===== src/design/jsu_pkg.sv =====
// ----------------------------------------------------------------------------
// jsu_pkg: shared types and constants of the JSON string unescaper
// Escape modes, command and status structures between the controller and
// the datapath, and the helper functions for escape letters and hex digits.
// ----------------------------------------------------------------------------
package jsu_pkg;

    localparam int UNIT_W = 16;

    localparam logic [UNIT_W-1:0] CH_BACKSLASH = 16'h005C;
    localparam logic [UNIT_W-1:0] CH_U         = 16'h0075;
    localparam logic [UNIT_W-1:0] CH_B         = 16'h0062;
    localparam logic [UNIT_W-1:0] CH_F         = 16'h0066;
    localparam logic [UNIT_W-1:0] CH_N         = 16'h006E;
    localparam logic [UNIT_W-1:0] CH_R         = 16'h0072;
    localparam logic [UNIT_W-1:0] CH_T         = 16'h0074;

    // Escape decoder modes; the fourth code behaves as normal.
    localparam logic [1:0] MODE_NORMAL = 2'd0;
    localparam logic [1:0] MODE_ESCAPE = 2'd1;
    localparam logic [1:0] MODE_HEX    = 2'd2;

    // Commands from the controller to the datapath.
    typedef struct packed {
        logic       accept;
        logic       emit;
        logic       sel_tail;
        logic       eom;
        logic [1:0] rep_idx;
    } jsu_cmd_t;

    // Status from the datapath to the controller.
    typedef struct packed {
        logic       slot_free;
        logic [1:0] rep_n;
        logic       tail_valid;
        logic       last;
    } jsu_sts_t;

    // Named escape letters map to control characters, others to themselves.
    function automatic logic [UNIT_W-1:0] map_escape(input logic [UNIT_W-1:0] c);
        logic [UNIT_W-1:0] r;
        r = c;
        if (c == CH_B) r = 16'd8;
        if (c == CH_F) r = 16'd12;
        if (c == CH_N) r = 16'd10;
        if (c == CH_R) r = 16'd13;
        if (c == CH_T) r = 16'd9;
        return r;
    endfunction

    // Hex digit of either case: bit 4 flags a valid digit, bits 3:0 its value.
    function automatic logic [4:0] hex_digit(input logic [UNIT_W-1:0] c);
        logic [4:0] r;
        r = 5'd0;
        if (c >= 16'h0030 && c <= 16'h0039) r = {1'b1, c[3:0]};
        if (c >= 16'h0061 && c <= 16'h0066) r = {1'b1, c[3:0] + 4'd9};
        if (c >= 16'h0041 && c <= 16'h0046) r = {1'b1, c[3:0] + 4'd9};
        return r;
    endfunction

endpackage


===== src/design/jsu_datapath.sv =====
// ----------------------------------------------------------------------------
// jsu_datapath: escape decoder state, hex buffer and output register
// Decodes each accepted code unit into a replay count and an optional tail
// result, keeps the escape state and drives the result channel registers.
// ----------------------------------------------------------------------------
module jsu_datapath (
    input  logic                       aclk,
    input  logic                       aresetn,
    input  logic [jsu_pkg::UNIT_W-1:0] s_code_unit,
    input  logic                       s_first,
    input  logic                       s_last,
    input  logic                       s_wrapped,
    input  jsu_pkg::jsu_cmd_t          cmd,
    output jsu_pkg::jsu_sts_t          sts,
    output logic                       m_valid,
    input  logic                       m_ready,
    output logic [jsu_pkg::UNIT_W-1:0] m_out_unit,
    output logic                       m_has_char,
    output logic                       m_end_of_message
);
    import jsu_pkg::*;

    logic [1:0]        mode_reg, mode_next;
    logic [1:0]        cnt_reg, cnt_next;
    logic [UNIT_W-1:0] val_reg, val_next;
    logic [UNIT_W-1:0] hbuf_reg [4];
    logic [UNIT_W-1:0] tail_unit_reg, tail_unit_next;
    logic              tail_has_reg, tail_has_next;
    logic              buf_wr;
    logic              m_valid_reg;
    logic [UNIT_W-1:0] m_unit_reg;
    logic              m_has_reg;
    logic              m_eom_reg;
    logic [1:0]        rep_n;
    logic              tail_valid;

    // Decode of the offered item against the current escape state.
    always_comb begin
        logic [1:0] mode_eff;
        logic [1:0] cnt_eff;
        logic [2:0] cnt_inc;
        logic [4:0] dig;
        mode_eff       = s_first ? MODE_NORMAL : mode_reg;
        cnt_eff        = s_first ? 2'd0 : cnt_reg;
        cnt_inc        = {1'b0, cnt_eff} + 3'd1;
        dig            = hex_digit(s_code_unit);
        mode_next      = mode_eff;
        cnt_next       = cnt_eff;
        val_next       = val_reg;
        buf_wr         = 1'b0;
        rep_n          = 2'd0;
        tail_valid     = 1'b0;
        tail_has_next  = 1'b1;
        tail_unit_next = s_code_unit;
        if (s_wrapped && (s_first || s_last)) begin
            // Framing quote: flush any pending escape at the closing one.
            if (s_last) begin
                if (mode_eff == MODE_ESCAPE) begin
                    tail_valid     = 1'b1;
                    tail_unit_next = CH_BACKSLASH;
                end else if (mode_eff == MODE_HEX) begin
                    rep_n = cnt_eff;
                end
            end
        end else begin
            case (mode_eff)
                MODE_ESCAPE: begin
                    mode_next = MODE_NORMAL;
                    if (s_code_unit == CH_U) begin
                        if (!s_last) begin
                            mode_next = MODE_HEX;
                            cnt_next  = 2'd0;
                            val_next  = '0;
                        end
                    end else begin
                        tail_valid     = 1'b1;
                        tail_unit_next = map_escape(s_code_unit);
                    end
                end
                MODE_HEX: begin
                    mode_next = MODE_NORMAL;
                    cnt_next  = 2'd0;
                    if (dig[4]) begin
                        val_next = {val_reg[UNIT_W-5:0], dig[3:0]};
                        buf_wr   = 1'b1;
                        if (cnt_inc[2]) begin
                            tail_valid     = 1'b1;
                            tail_unit_next = {val_reg[UNIT_W-5:0], dig[3:0]};
                        end else if (s_last) begin
                            rep_n = cnt_inc[1:0];
                        end else begin
                            mode_next = MODE_HEX;
                            cnt_next  = cnt_inc[1:0];
                        end
                    end else begin
                        // Broken sequence: replay digits, then treat as plain.
                        rep_n = cnt_eff;
                        if (s_code_unit == CH_BACKSLASH && !s_last) begin
                            mode_next = MODE_ESCAPE;
                        end else begin
                            tail_valid = 1'b1;
                        end
                    end
                end
                default: begin
                    mode_next = MODE_NORMAL;
                    if (s_code_unit == CH_BACKSLASH && !s_last) begin
                        mode_next = MODE_ESCAPE;
                    end else begin
                        tail_valid = 1'b1;
                    end
                end
            endcase
        end
        // A message end with nothing to show gives a bare end marker.
        if (s_last) begin
            mode_next = MODE_NORMAL;
            cnt_next  = 2'd0;
            if (rep_n == 2'd0 && !tail_valid) begin
                tail_valid     = 1'b1;
                tail_has_next  = 1'b0;
                tail_unit_next = '0;
            end
        end
    end

    // Escape state registers.
    always_ff @(posedge aclk) begin
        if (!aresetn) begin
            mode_reg <= MODE_NORMAL;
            cnt_reg  <= 2'd0;
            val_reg  <= '0;
        end else if (cmd.accept) begin
            mode_reg <= mode_next;
            cnt_reg  <= cnt_next;
            val_reg  <= val_next;
        end
    end

    // Hex digit buffer and tail result; no reset needed.
    always_ff @(posedge aclk) begin
        if (cmd.accept) begin
            tail_unit_reg <= tail_unit_next;
            tail_has_reg  <= tail_has_next;
            if (buf_wr) begin
                hbuf_reg[s_first ? 2'd0 : cnt_reg] <= s_code_unit;
            end
        end
    end

    // Output register of the result channel.
    always_ff @(posedge aclk) begin
        if (!aresetn) begin
            m_valid_reg <= 1'b0;
        end else if (cmd.emit) begin
            m_valid_reg <= 1'b1;
        end else if (m_ready) begin
            m_valid_reg <= 1'b0;
        end
    end

    always_ff @(posedge aclk) begin
        if (cmd.emit) begin
            m_unit_reg <= cmd.sel_tail ? tail_unit_reg : hbuf_reg[cmd.rep_idx];
            m_has_reg  <= cmd.sel_tail ? tail_has_reg : 1'b1;
            m_eom_reg  <= cmd.eom;
        end
    end

    assign sts.slot_free  = !m_valid_reg || m_ready;
    assign sts.rep_n      = rep_n;
    assign sts.tail_valid = tail_valid;
    assign sts.last       = s_last;

    assign m_valid          = m_valid_reg;
    assign m_out_unit       = m_unit_reg;
    assign m_has_char       = m_has_reg;
    assign m_end_of_message = m_eom_reg;

endmodule


===== src/design/jsu_ctrl.sv =====
// ----------------------------------------------------------------------------
// jsu_ctrl: result sequencer of the JSON string unescaper
// Accepts items and steps through the replayed digits and the tail result
// of each one, one result transaction per free output slot.
// ----------------------------------------------------------------------------
module jsu_ctrl (
    input  logic              aclk,
    input  logic              aresetn,
    input  logic              s_valid,
    output logic              s_ready,
    input  jsu_pkg::jsu_sts_t sts,
    output jsu_pkg::jsu_cmd_t cmd
);
    import jsu_pkg::*;

    typedef enum logic [1:0] {
        ST_IDLE = 2'b01,
        ST_EMIT = 2'b10
    } state_t;

    state_t     state_reg, state_next;
    logic [1:0] rep_left_reg, rep_left_next;
    logic [1:0] rep_idx_reg, rep_idx_next;
    logic       tail_reg, tail_next;
    logic       last_reg, last_next;
    logic       pend_any;
    logic       pend_one;
    logic       done_now;
    logic       emit;
    logic       accept;

    // Pending work of the current item.
    assign pend_any = (rep_left_reg != 2'd0) || tail_reg;
    assign pend_one = (rep_left_reg == 2'd1 && !tail_reg) ||
                      (rep_left_reg == 2'd0 && tail_reg);
    assign emit     = (state_reg == ST_EMIT) && pend_any && sts.slot_free;
    assign done_now = (state_reg == ST_IDLE) || !pend_any ||
                      (pend_one && sts.slot_free);
    assign s_ready  = done_now;
    assign accept   = s_valid && done_now;

    // Sequencer next state.
    always_comb begin
        state_next    = state_reg;
        rep_left_next = rep_left_reg;
        rep_idx_next  = rep_idx_reg;
        tail_next     = tail_reg;
        last_next     = last_reg;
        if (emit) begin
            if (rep_left_reg != 2'd0) begin
                rep_left_next = rep_left_reg - 2'd1;
                rep_idx_next  = rep_idx_reg + 2'd1;
            end else begin
                tail_next = 1'b0;
            end
        end
        if (accept) begin
            state_next    = ST_EMIT;
            rep_left_next = sts.rep_n;
            rep_idx_next  = 2'd0;
            tail_next     = sts.tail_valid;
            last_next     = sts.last;
        end else if (state_reg == ST_EMIT && done_now) begin
            state_next = ST_IDLE;
        end
    end

    always_ff @(posedge aclk) begin
        if (!aresetn) begin
            state_reg    <= ST_IDLE;
            rep_left_reg <= 2'd0;
            rep_idx_reg  <= 2'd0;
            tail_reg     <= 1'b0;
            last_reg     <= 1'b0;
        end else begin
            state_reg    <= state_next;
            rep_left_reg <= rep_left_next;
            rep_idx_reg  <= rep_idx_next;
            tail_reg     <= tail_next;
            last_reg     <= last_next;
        end
    end

    assign cmd.accept   = accept;
    assign cmd.emit     = emit;
    assign cmd.sel_tail = (rep_left_reg == 2'd0);
    assign cmd.eom      = last_reg && pend_one;
    assign cmd.rep_idx  = rep_idx_reg;

    // An accepted item always leaves the sequencer busy with it.
    a_accept_emit: assert property (@(posedge aclk) disable iff (!aresetn)
        accept |=> state_reg == ST_EMIT)
        else $error("sequencer not busy after an accepted item");

    // Pending work only exists while emitting.
    a_idle_clean: assert property (@(posedge aclk) disable iff (!aresetn)
        state_reg == ST_IDLE |-> !pend_any)
        else $error("pending results while idle");

    // A result is only loaded into a free output slot.
    a_emit_slot: assert property (@(posedge aclk) disable iff (!aresetn)
        emit |-> sts.slot_free)
        else $error("result loaded into an occupied output slot");

    // The end marker is set only on the final result of an item.
    a_eom_final: assert property (@(posedge aclk) disable iff (!aresetn)
        (emit && cmd.eom) |=> !pend_any || state_reg == ST_EMIT)
        else $error("end marker before the final result");

endmodule


===== src/design/json_string_unescape_core.sv =====
// Path: an item is registered in the sequencer, then each result in the output register.
// Throughput: one item per cycle while each yields at most one result and the output
// slot is free; an item that replays buffered hex digits holds input until its last
// result is loaded; the sequencer fills the single output register at one result per free cycle.
// Reset: synchronous, active low; clears the escape state, sequencer and output valid.
// ----------------------------------------------------------------------------
// json_string_unescape_core: streaming unescaper for JSON string text
// Takes one UTF-16 code unit per transaction, resolves escapes and \u
// sequences and delivers the decoded units with an end of message mark.
// ----------------------------------------------------------------------------
module json_string_unescape_core (
    input  logic                       aclk,
    input  logic                       aresetn,
    input  logic                       s_valid,
    output logic                       s_ready,
    input  logic [jsu_pkg::UNIT_W-1:0] s_code_unit,
    input  logic                       s_first,
    input  logic                       s_last,
    input  logic                       s_wrapped,
    output logic                       m_valid,
    input  logic                       m_ready,
    output logic [jsu_pkg::UNIT_W-1:0] m_out_unit,
    output logic                       m_has_char,
    output logic                       m_end_of_message
);
    import jsu_pkg::*;

    jsu_cmd_t cmd;
    jsu_sts_t sts;

    // Result sequencer.
    jsu_ctrl u_ctrl (
        .aclk    (aclk),
        .aresetn (aresetn),
        .s_valid (s_valid),
        .s_ready (s_ready),
        .sts     (sts),
        .cmd     (cmd)
    );

    // Decoder state and output register.
    jsu_datapath u_datapath (
        .aclk             (aclk),
        .aresetn          (aresetn),
        .s_code_unit      (s_code_unit),
        .s_first          (s_first),
        .s_last           (s_last),
        .s_wrapped        (s_wrapped),
        .cmd              (cmd),
        .sts              (sts),
        .m_valid          (m_valid),
        .m_ready          (m_ready),
        .m_out_unit       (m_out_unit),
        .m_has_char       (m_has_char),
        .m_end_of_message (m_end_of_message)
    );

endmodule

===== config.mk =====
export PLATFORM = sky130hd
export DESIGN_NAME = json_string_unescape_core
export DESIGN_NICKNAME = d
export VERILOG_FILES = /design/src/design/jsu_pkg.sv /design/src/design/jsu_datapath.sv /design/src/design/jsu_ctrl.sv /design/src/design/json_string_unescape_core.sv
export SDC_FILE = /design/constraint.sdc
export NUM_CORES = 1
export LEC_CHECK = 0
export ABC_AREA = 1
export BUFFER_PORTS_ARGS = -buffer_cell sky130_fd_sc_hd__buf_2
export CAP_MARGIN = 5
export CORE_MARGIN = 5
export CORE_UTILIZATION = 56
export CTS_BUF_LIST = sky130_fd_sc_hd__clkbuf_4 sky130_fd_sc_hd__clkbuf_8
export CTS_CLUSTER_SIZE = 28
export DETAILED_ROUTE_END_ITERATION = 16
export MAX_ROUTING_LAYER = met4
export PLACE_DENSITY = 0.79
export REMOVE_ABC_BUFFERS = 1
export SYNTH_ARGS = -nofsm -noshare
export SYNTH_HDL_FRONTEND = slang
export SYNTH_SLANG_ARGS = --single-unit

===== constraint.sdc =====
create_clock -name aclk -period 5.8 [get_ports aclk]
set_clock_uncertainty 0.15 [all_clocks]
set_input_delay 0.58 -clock aclk [delete_from_list [all_inputs] [get_ports aclk]]
set_output_delay 0.58 -clock aclk [all_outputs]
set_load 0.01 [all_outputs]

==> results of run 1 <==
==> layout by cell type, fill, tap and decap left out, types with 3 or more instances in the layout <==
master        n
a22oi_2       5
o21ai_1       4
nand4_1      11
nor2_2        6
inv_1        64
inv_2         7
nand3_1      24
a31oi_1      16
nand3_2       6
clkbuf_8     19
o21ai_0      52
buf_4         5
ha_1         12
edfxtp_1     99
a21oi_2      10
dfxtp_1      27
nor3_2        4
nand2_2      12
nor2_1      118
nor3_1        6
clkinv_2      4
buf_2        42
nand2_4       4
a21oi_1      16
clkinvlp_4    4
nand2_1     130
clkinv_1      4
nor2_8        3
==> through the flow <==
step,hold WS (ps),setup slack [ps],utilization,cells
global placement,307.0,2723,0.5937,859
finish,264.9,2716,0.6268,891
CTS,251.5,2707,0.6268,891
floorplan,293.5,2428,-,669
detailed placement,315.1,2666,0.5937,859
global route,267.1,2353,0.6268,891
==> path summary, 6_finish.rpt <==
check                          endpoint  slack [ps]  cells after the start
min          u_datapath.hbuf_reg[0][14]         260                      1
max reg2reg   u_datapath.hbuf_reg[0][2]        2720                     11
min reg2reg      u_datapath.mode_reg[0]         340                      1
max           u_datapath.hbuf_reg[0][2]        2720                     11
==> power groups by stage <==
stage | combinational [uW] | sequential, uW | clock (uW)
final | 136 | 1000 | 722
after global routing | 153 | 1010 | 764
after CTS | 136 | 1000 | 725
after detailed placement | 135 | 1020 | 0
after global placement | 131 | 1020 | 0
after floorplan | 83.8 | 1020 | 0
==> synth_stat cells (10+ instances only) <==
library cell	instances
a21oi_1	16
a21oi_2	10
a31oi_1	16
clkbuf_1	15
dfxtp_1	27
edfxtp_1	99
ha_1	12
inv_1	64
nand2_1	130
nand2_2	12
nand3_1	24
nand4_1	11
nor2_1	118
o21ai_0	52
==> cell families (layout without fill, tap and decap cells) <==
group,count (synthesis),after routing,synth area share
simple gates,334,334,0.2490
flops,126,126,0.5450
compound gates,119,119,0.1151
buf+inv,99,154,0.06347
fa+ha+maj,12,12,0.02329
xor+xnor,3,3,0.004077
==> worst register-to-register path: stages (launching register included) <==
cell	delay, ps
dfxtp_1	330
inv_1	60
ha_1	220
nand2_1	100
nand2_1	70
nand2_1	40
nand2_1	80
a21oi_1	70
nor2_2	860
nand3_1	270
nor2_1	180
buf_4	320
==> cell type report <==
| cell class | instances | area [sq um] |
|---|---|---|
| Fill cell | 913 | 4243 |
| Inverter | 75 | 281.5 |
| Sequential cell | 126 | 3513 |
| Clock inverter | 13 | 115.1 |
| Timing Repair Buffer | 47 | 247.7 |
| Tap cell | 143 | 178.9 |
| Clock buffer | 19 | 261.5 |
| Multi-Input combinational cell | 468 | 2529 |
==> metal layers <==
layer / up-vias / global-route usage / share of wire
met1: 2389 / 0.2883 / 0.42
met3: 33 / 0.04627 / 0.067
li1: 2419 / - / -
met4: 0 / 0.09251 / 0.027
met2: 196 / 0.3699 / 0.49
met5: - / - / 0
==> metrics.yaml, run 1 <==
outcome: "finished clean"
synth_seq_cells: 126
tightest_slew_ps: 1137
initial_core_util: 0.5670
p_total_uw: 1862
yosys.area.top_type_share: 0.4612
fmaxAchievable_ghz: 0.3243
drv_slew: 0
synth-main-ff-cell: "edfxtp_1"
p_per_area_mw_per_mm2: 261.3
die_width_um: 117.3
peakVddDrop_uv: 127.1
power_frac_seq: 0.539
ioPinCount: 43
cp_cell_sequence: "inv_1 > ha_1 > nand2_1 > nand2_1 > nand2_1 > nand2_1 > a21oi_1 > nor2_2 > nand3_1 > nor2_1 > buf_4"
cts_tree: "built"
fin_crit_sh: 0.5317
setup.worst_path.class: "reg -> reg"
timing.rr.start: "u_ctrl.rep_left_reg[0]"
hold_path_class: "in -> reg"
cts_sinks: 126
synth_top_cell_by_area: "edfxtp_1"
antenna_left: 0
switching_share: 0.2481
slowest_stage: "nor2_2"
area_delta_synth_final_pct: 10.56
grt_pass1_vias: 4799
num_vias: 5037
required_ps: 5750
pwr-share-comb: 0.073
yosysWarnings: 0
p_int_uw: 1400
netlist_instances: 693
die_y_um: 117.3
finalHoldViolCount: 0
cp.arrival_ps: 3030
startpoint_type: "register"
design.die.area_sq_mm: 0.01376
core_sq_mm: 0.01137
drc_errors: 0
viasPerCell: 5.653
synth_area_leaders: "edfxtp_1 (46%), dfxtp_1 (8.4%), nand2_1 (7.6%), nor2_1 (6.9%), o21ai_0 (4.0%)"
drtIter0Drc: 682
track_usage: 0.2308
num_rows: 39
setup_tns_ps: 0
async_flop_share: 0
min-delay-start: "s_code_unit[14]"
htree_num_levels: 4
post-dp-hpwl_um: 10170
place_area_sq_mm: 0.006750
timing.critical_path.from: "u_ctrl.rep_left_reg[0]"
grt_first_pass_wirelength_um: 23850
cp_top_family: "simple AND/OR/NAND/NOR gates"
post-route-min-period_ps: 3084
antenna_found_initial: 0
fin_area_sq_mm: 0.007127
p_leak_uw: 0.002910
place.gp.congestion: 0.9562
drt-total-wl_um: 14750
pwr-share-clk: 0.388
grt_max_degree: 34
wl_per_cell_um: 16.56
synth.distinct_cells: 48
cts_hold_buf: 0
drv_cap: 0
antenna_cells: 0
cpMostUsedCell: "nand2_1"
path_clk_slew_ps: 80
synth_seq_area_share: 0.5450
fin_nets: 770
syn-cell-area_sq_mm: 0.006446
cts_resized: 0
critPathBufInv: 2
cts_setup_buffers: 0
max_stage_delay_ps: 860
root_buffer: "clkbuf_8"
worstPathMaxFanout: 22
switching_power_uw: 462.0
cts_buffers: 17
rsz0062_at_grt: "no"
drive_gt1_frac: 0.1992
end_kind: "register"
largest_register_ffs: 64
avgSynthCellArea_sq_um: 9.302
globalRouteOverflowTotal: 0
first_pass_iters: 5
final-setup-viol-count: 0
clockBufferDepth: 2
slew_headroom: 0.2410
synth-edff-count: 99
portBuffers: 42
clk_latency_ps: 430
(Power assumes the default switching activity.)
==> inputs of run 2 (changes only) <==
Clock period 5.8 ns to 3.1 ns, I/O delays scaled along.
==> run 2 against run 1 <==
  * Die area unchanged
  * Sequential power increased by 88%
  * Routed wire length increased by 2.1%
  * Clock power grew 98%
  * Via count shrank 0.91%
  * Critical path depth grew 1
  * Highest routed layer unchanged
  * Fmax up 22%
==> metrics.yaml, run 2 (synthesis gave the netlist of run 1 again) <==
drv_cap: 0  # unchanged
dp_cells: 868  # was 859
mostFrequentLayoutCells: "nand2_1 (130), nor2_1 (118), edfxtp_1 (99)"  # unchanged
fin_nets: 783  # was 770
final-setup-viol-count: 0  # unchanged
hold_path_class: "in -> reg"  # unchanged
cp_top_family: "simple AND/OR/NAND/NOR gates"  # unchanged
startpoint_type: "register"  # unchanged
r2r_setup_slack_ps: 570  # was 2720 ps
top_usage_layer: "met2"  # unchanged
antenna_left: 0  # unchanged
initial_core_util: 0.5670  # unchanged
tightest_slew_ps: 1045  # was 1137 ps
p_total_uw: 3569  # was 1862 uW
drv_slew: 0  # unchanged
min-delay-start: "s_code_unit[9]"  # was s_code_unit[14]
path_clk_slew_ps: 80  # about the same
timing.rr.start: "u_ctrl.rep_left_reg[0]"  # unchanged
peakVddDrop_uv: 315.5  # was 127.1 uV
post-route-min-period_ps: 2533  # was 3084 ps
track_usage: 0.2442  # was 0.2308
setup.worst_path.class: "reg -> reg"  # unchanged
place.gp.congestion: 0.9470  # was 0.9562
grt_first_pass_wirelength_um: 24940  # was 23850 um
drive_gt1_frac: 0.2063  # was 0.1992
layoutNonFillerInstCount: 904  # was 891
end_kind: "register"  # unchanged
drc_errors: 0  # unchanged
portBuffers: 42  # unchanged
largest_register_ffs: 64  # unchanged
fin_crit_sh: 0.8171  # was 0.5317
grt_pass1_vias: 4999  # was 4799
p_leak_uw: 0.002980  # was 0.002910 uW
fmaxAchievable_ghz: 0.3948  # was 0.3243 GHz
cts_sinks: 126  # unchanged
drtIter0Drc: 510  # was 682
max_stage_delay_ps: 390  # was 860 ps
num_vias: 4991  # was 5037
globalRouteOverflowTotal: 0  # unchanged
finalHoldViolCount: 0  # unchanged
die_width_um: 117.3  # unchanged
whs_path_depth: 1  # unchanged
antenna_found_initial: 0  # unchanged
root_buffer: "clkbuf_8"  # unchanged
cpMostUsedCell: "nand2_1"  # unchanged
gr-usage-met1: 0.3013  # was 0.2883
cp.arrival_ps: 2750  # was 3030 ps
clockBufferDepth: 2  # unchanged
mostFrequentLayoutCell: "nand2_1"  # unchanged
use_met3: 0.05501  # was 0.04627
min_to: "u_datapath.hbuf_reg[1][9]"  # was u_datapath.hbuf_reg[0][14]
p_per_area_mw_per_mm2: 492.0  # was 261.3 mW/mm^2
rr_worst_depth: 12  # was 11
viasPerCell: 5.521  # was 5.653
design.die.area_sq_mm: 0.01376  # unchanged
slowest_stage: "dfxtp_1"  # was nor2_2
drt-total-wl_um: 15070  # was 14750 um
core_sq_mm: 0.01137  # unchanged
first_pass_iters: 5  # unchanged
cts_tree: "built"  # unchanged
required_ps: 3320  # was 5750 ps
area_delta_synth_final_pct: 12.54  # was 10.56%
ioPinCount: 43  # unchanged
cts_buffers: 17  # unchanged
cp_cell_sequence: "inv_1 > ha_1 > nand2_1 > nand2_1 > nand2_1 > nand2_1 > a21oi_1 > nor2_2 > buf_4 > nor2_1 > o21ai_0 > a21oi_1"  # was inv_1 > ha_1 > nand2_1 > nand2_1 > nand2_1 > nand2_1 > a21oi_1 > nor2_2 > nand3_1 > nor2_1 > buf_4
wl_per_cell_um: 16.67  # was 16.56 um
grt_max_degree: 34  # unchanged
cts_resized: 0  # unchanged
die_y_um: 117.3  # unchanged
worstPathMaxFanout: 19  # was 22
clk_latency_ps: 440  # was 430 ps
critPathBufInv: 2  # unchanged
outcome: "finished clean"  # unchanged
antenna_cells: 0  # unchanged
post-dp-hpwl_um: 10520  # was 10170 um
num_rows: 39  # unchanged
slew_headroom: 0.3023  # was 0.2410
htree_num_levels: 4  # unchanged
rsz0062_at_grt: "no"  # unchanged
met2_usage: 0.3959  # was 0.3699
setup_tns_ps: 0  # unchanged
-- run 2: worst max path at each step --
| stage | slack (ps) | from | endpoint | cells past startpoint |
|---|---|---|---|---|
| final | 570 | u_ctrl.rep_left_reg[0] | register | 12 |
| after global routing | 370 | u_ctrl.rep_left_reg[0] | register | 12 |
| after CTS | 570 | u_ctrl.rep_left_reg[0] | register | 12 |
| after detailed placement | 570 | s_code_unit[1] | u_datapath.val_reg[4] | 11 |
| after global placement | 620 | s_code_unit[0] | u_datapath.tail_unit_reg[2] | 15 |
| after floorplan | -270 | u_ctrl.rep_left_reg[0] | u_datapath.hbuf_reg[3][0] | 10 |
-- run 2: layout make-up --
class	instances	area, sq um
clock buffers	17	234.0
repair buffers	60	355.3
well taps	143	178.9
multi-input cells	468	2529
flip-flops and latches	126	3513
fillers	912	4115
clock inverters	15	162.7
inverters	75	281.5
-- run 2: through the flow --
step	hold slack (ps)	util	cell area (sq um)	setup WS, ps
after detailed placement	317.6	0.5996	6818	566.2
after CTS	2.125	0.6381	7254	574.6
after global placement	303.9	0.5996	6818	622.9
final	22.71	0.6381	7254	567.0
after global routing	8.293	0.6381	7254	366.4
after floorplan	258.9	-	6319	-272.5
-- run 2: power by group --
part / leakage [uW] / internal (uW) / switching (uW)
Sequential: 0.00112 / 1870 / 12.6
Clock: 0.000189 / 724 / 702
Combinational: 0.00167 / 84.5 / 180
-- run 2: worst register-to-register path, cell delays in order (launching register included) --
cell and delay (ps):
dfxtp_1 390, inv_1 60, ha_1 240, nand2_1 120
nand2_1 70, nand2_1 60, nand2_1 70, a21oi_1 200
nor2_2 100, buf_4 230, nor2_1 380, o21ai_0 220
a21oi_1 170
-- run 2: layer usage --
layer	vias to the layer above	part of all wire
li1	2448	-
met3	24	0.070
met5	-	0
met1	2336	0.42
met4	0	0.016
met2	183	0.49
-- run 2: repair_timing --
| action | CTS | global route |
|---|---|---|
| buffers inserted | 0 | 0 |
| hold buffers | 4 | 0 |
| endpoints found under the hold margin | 7 | 0 |
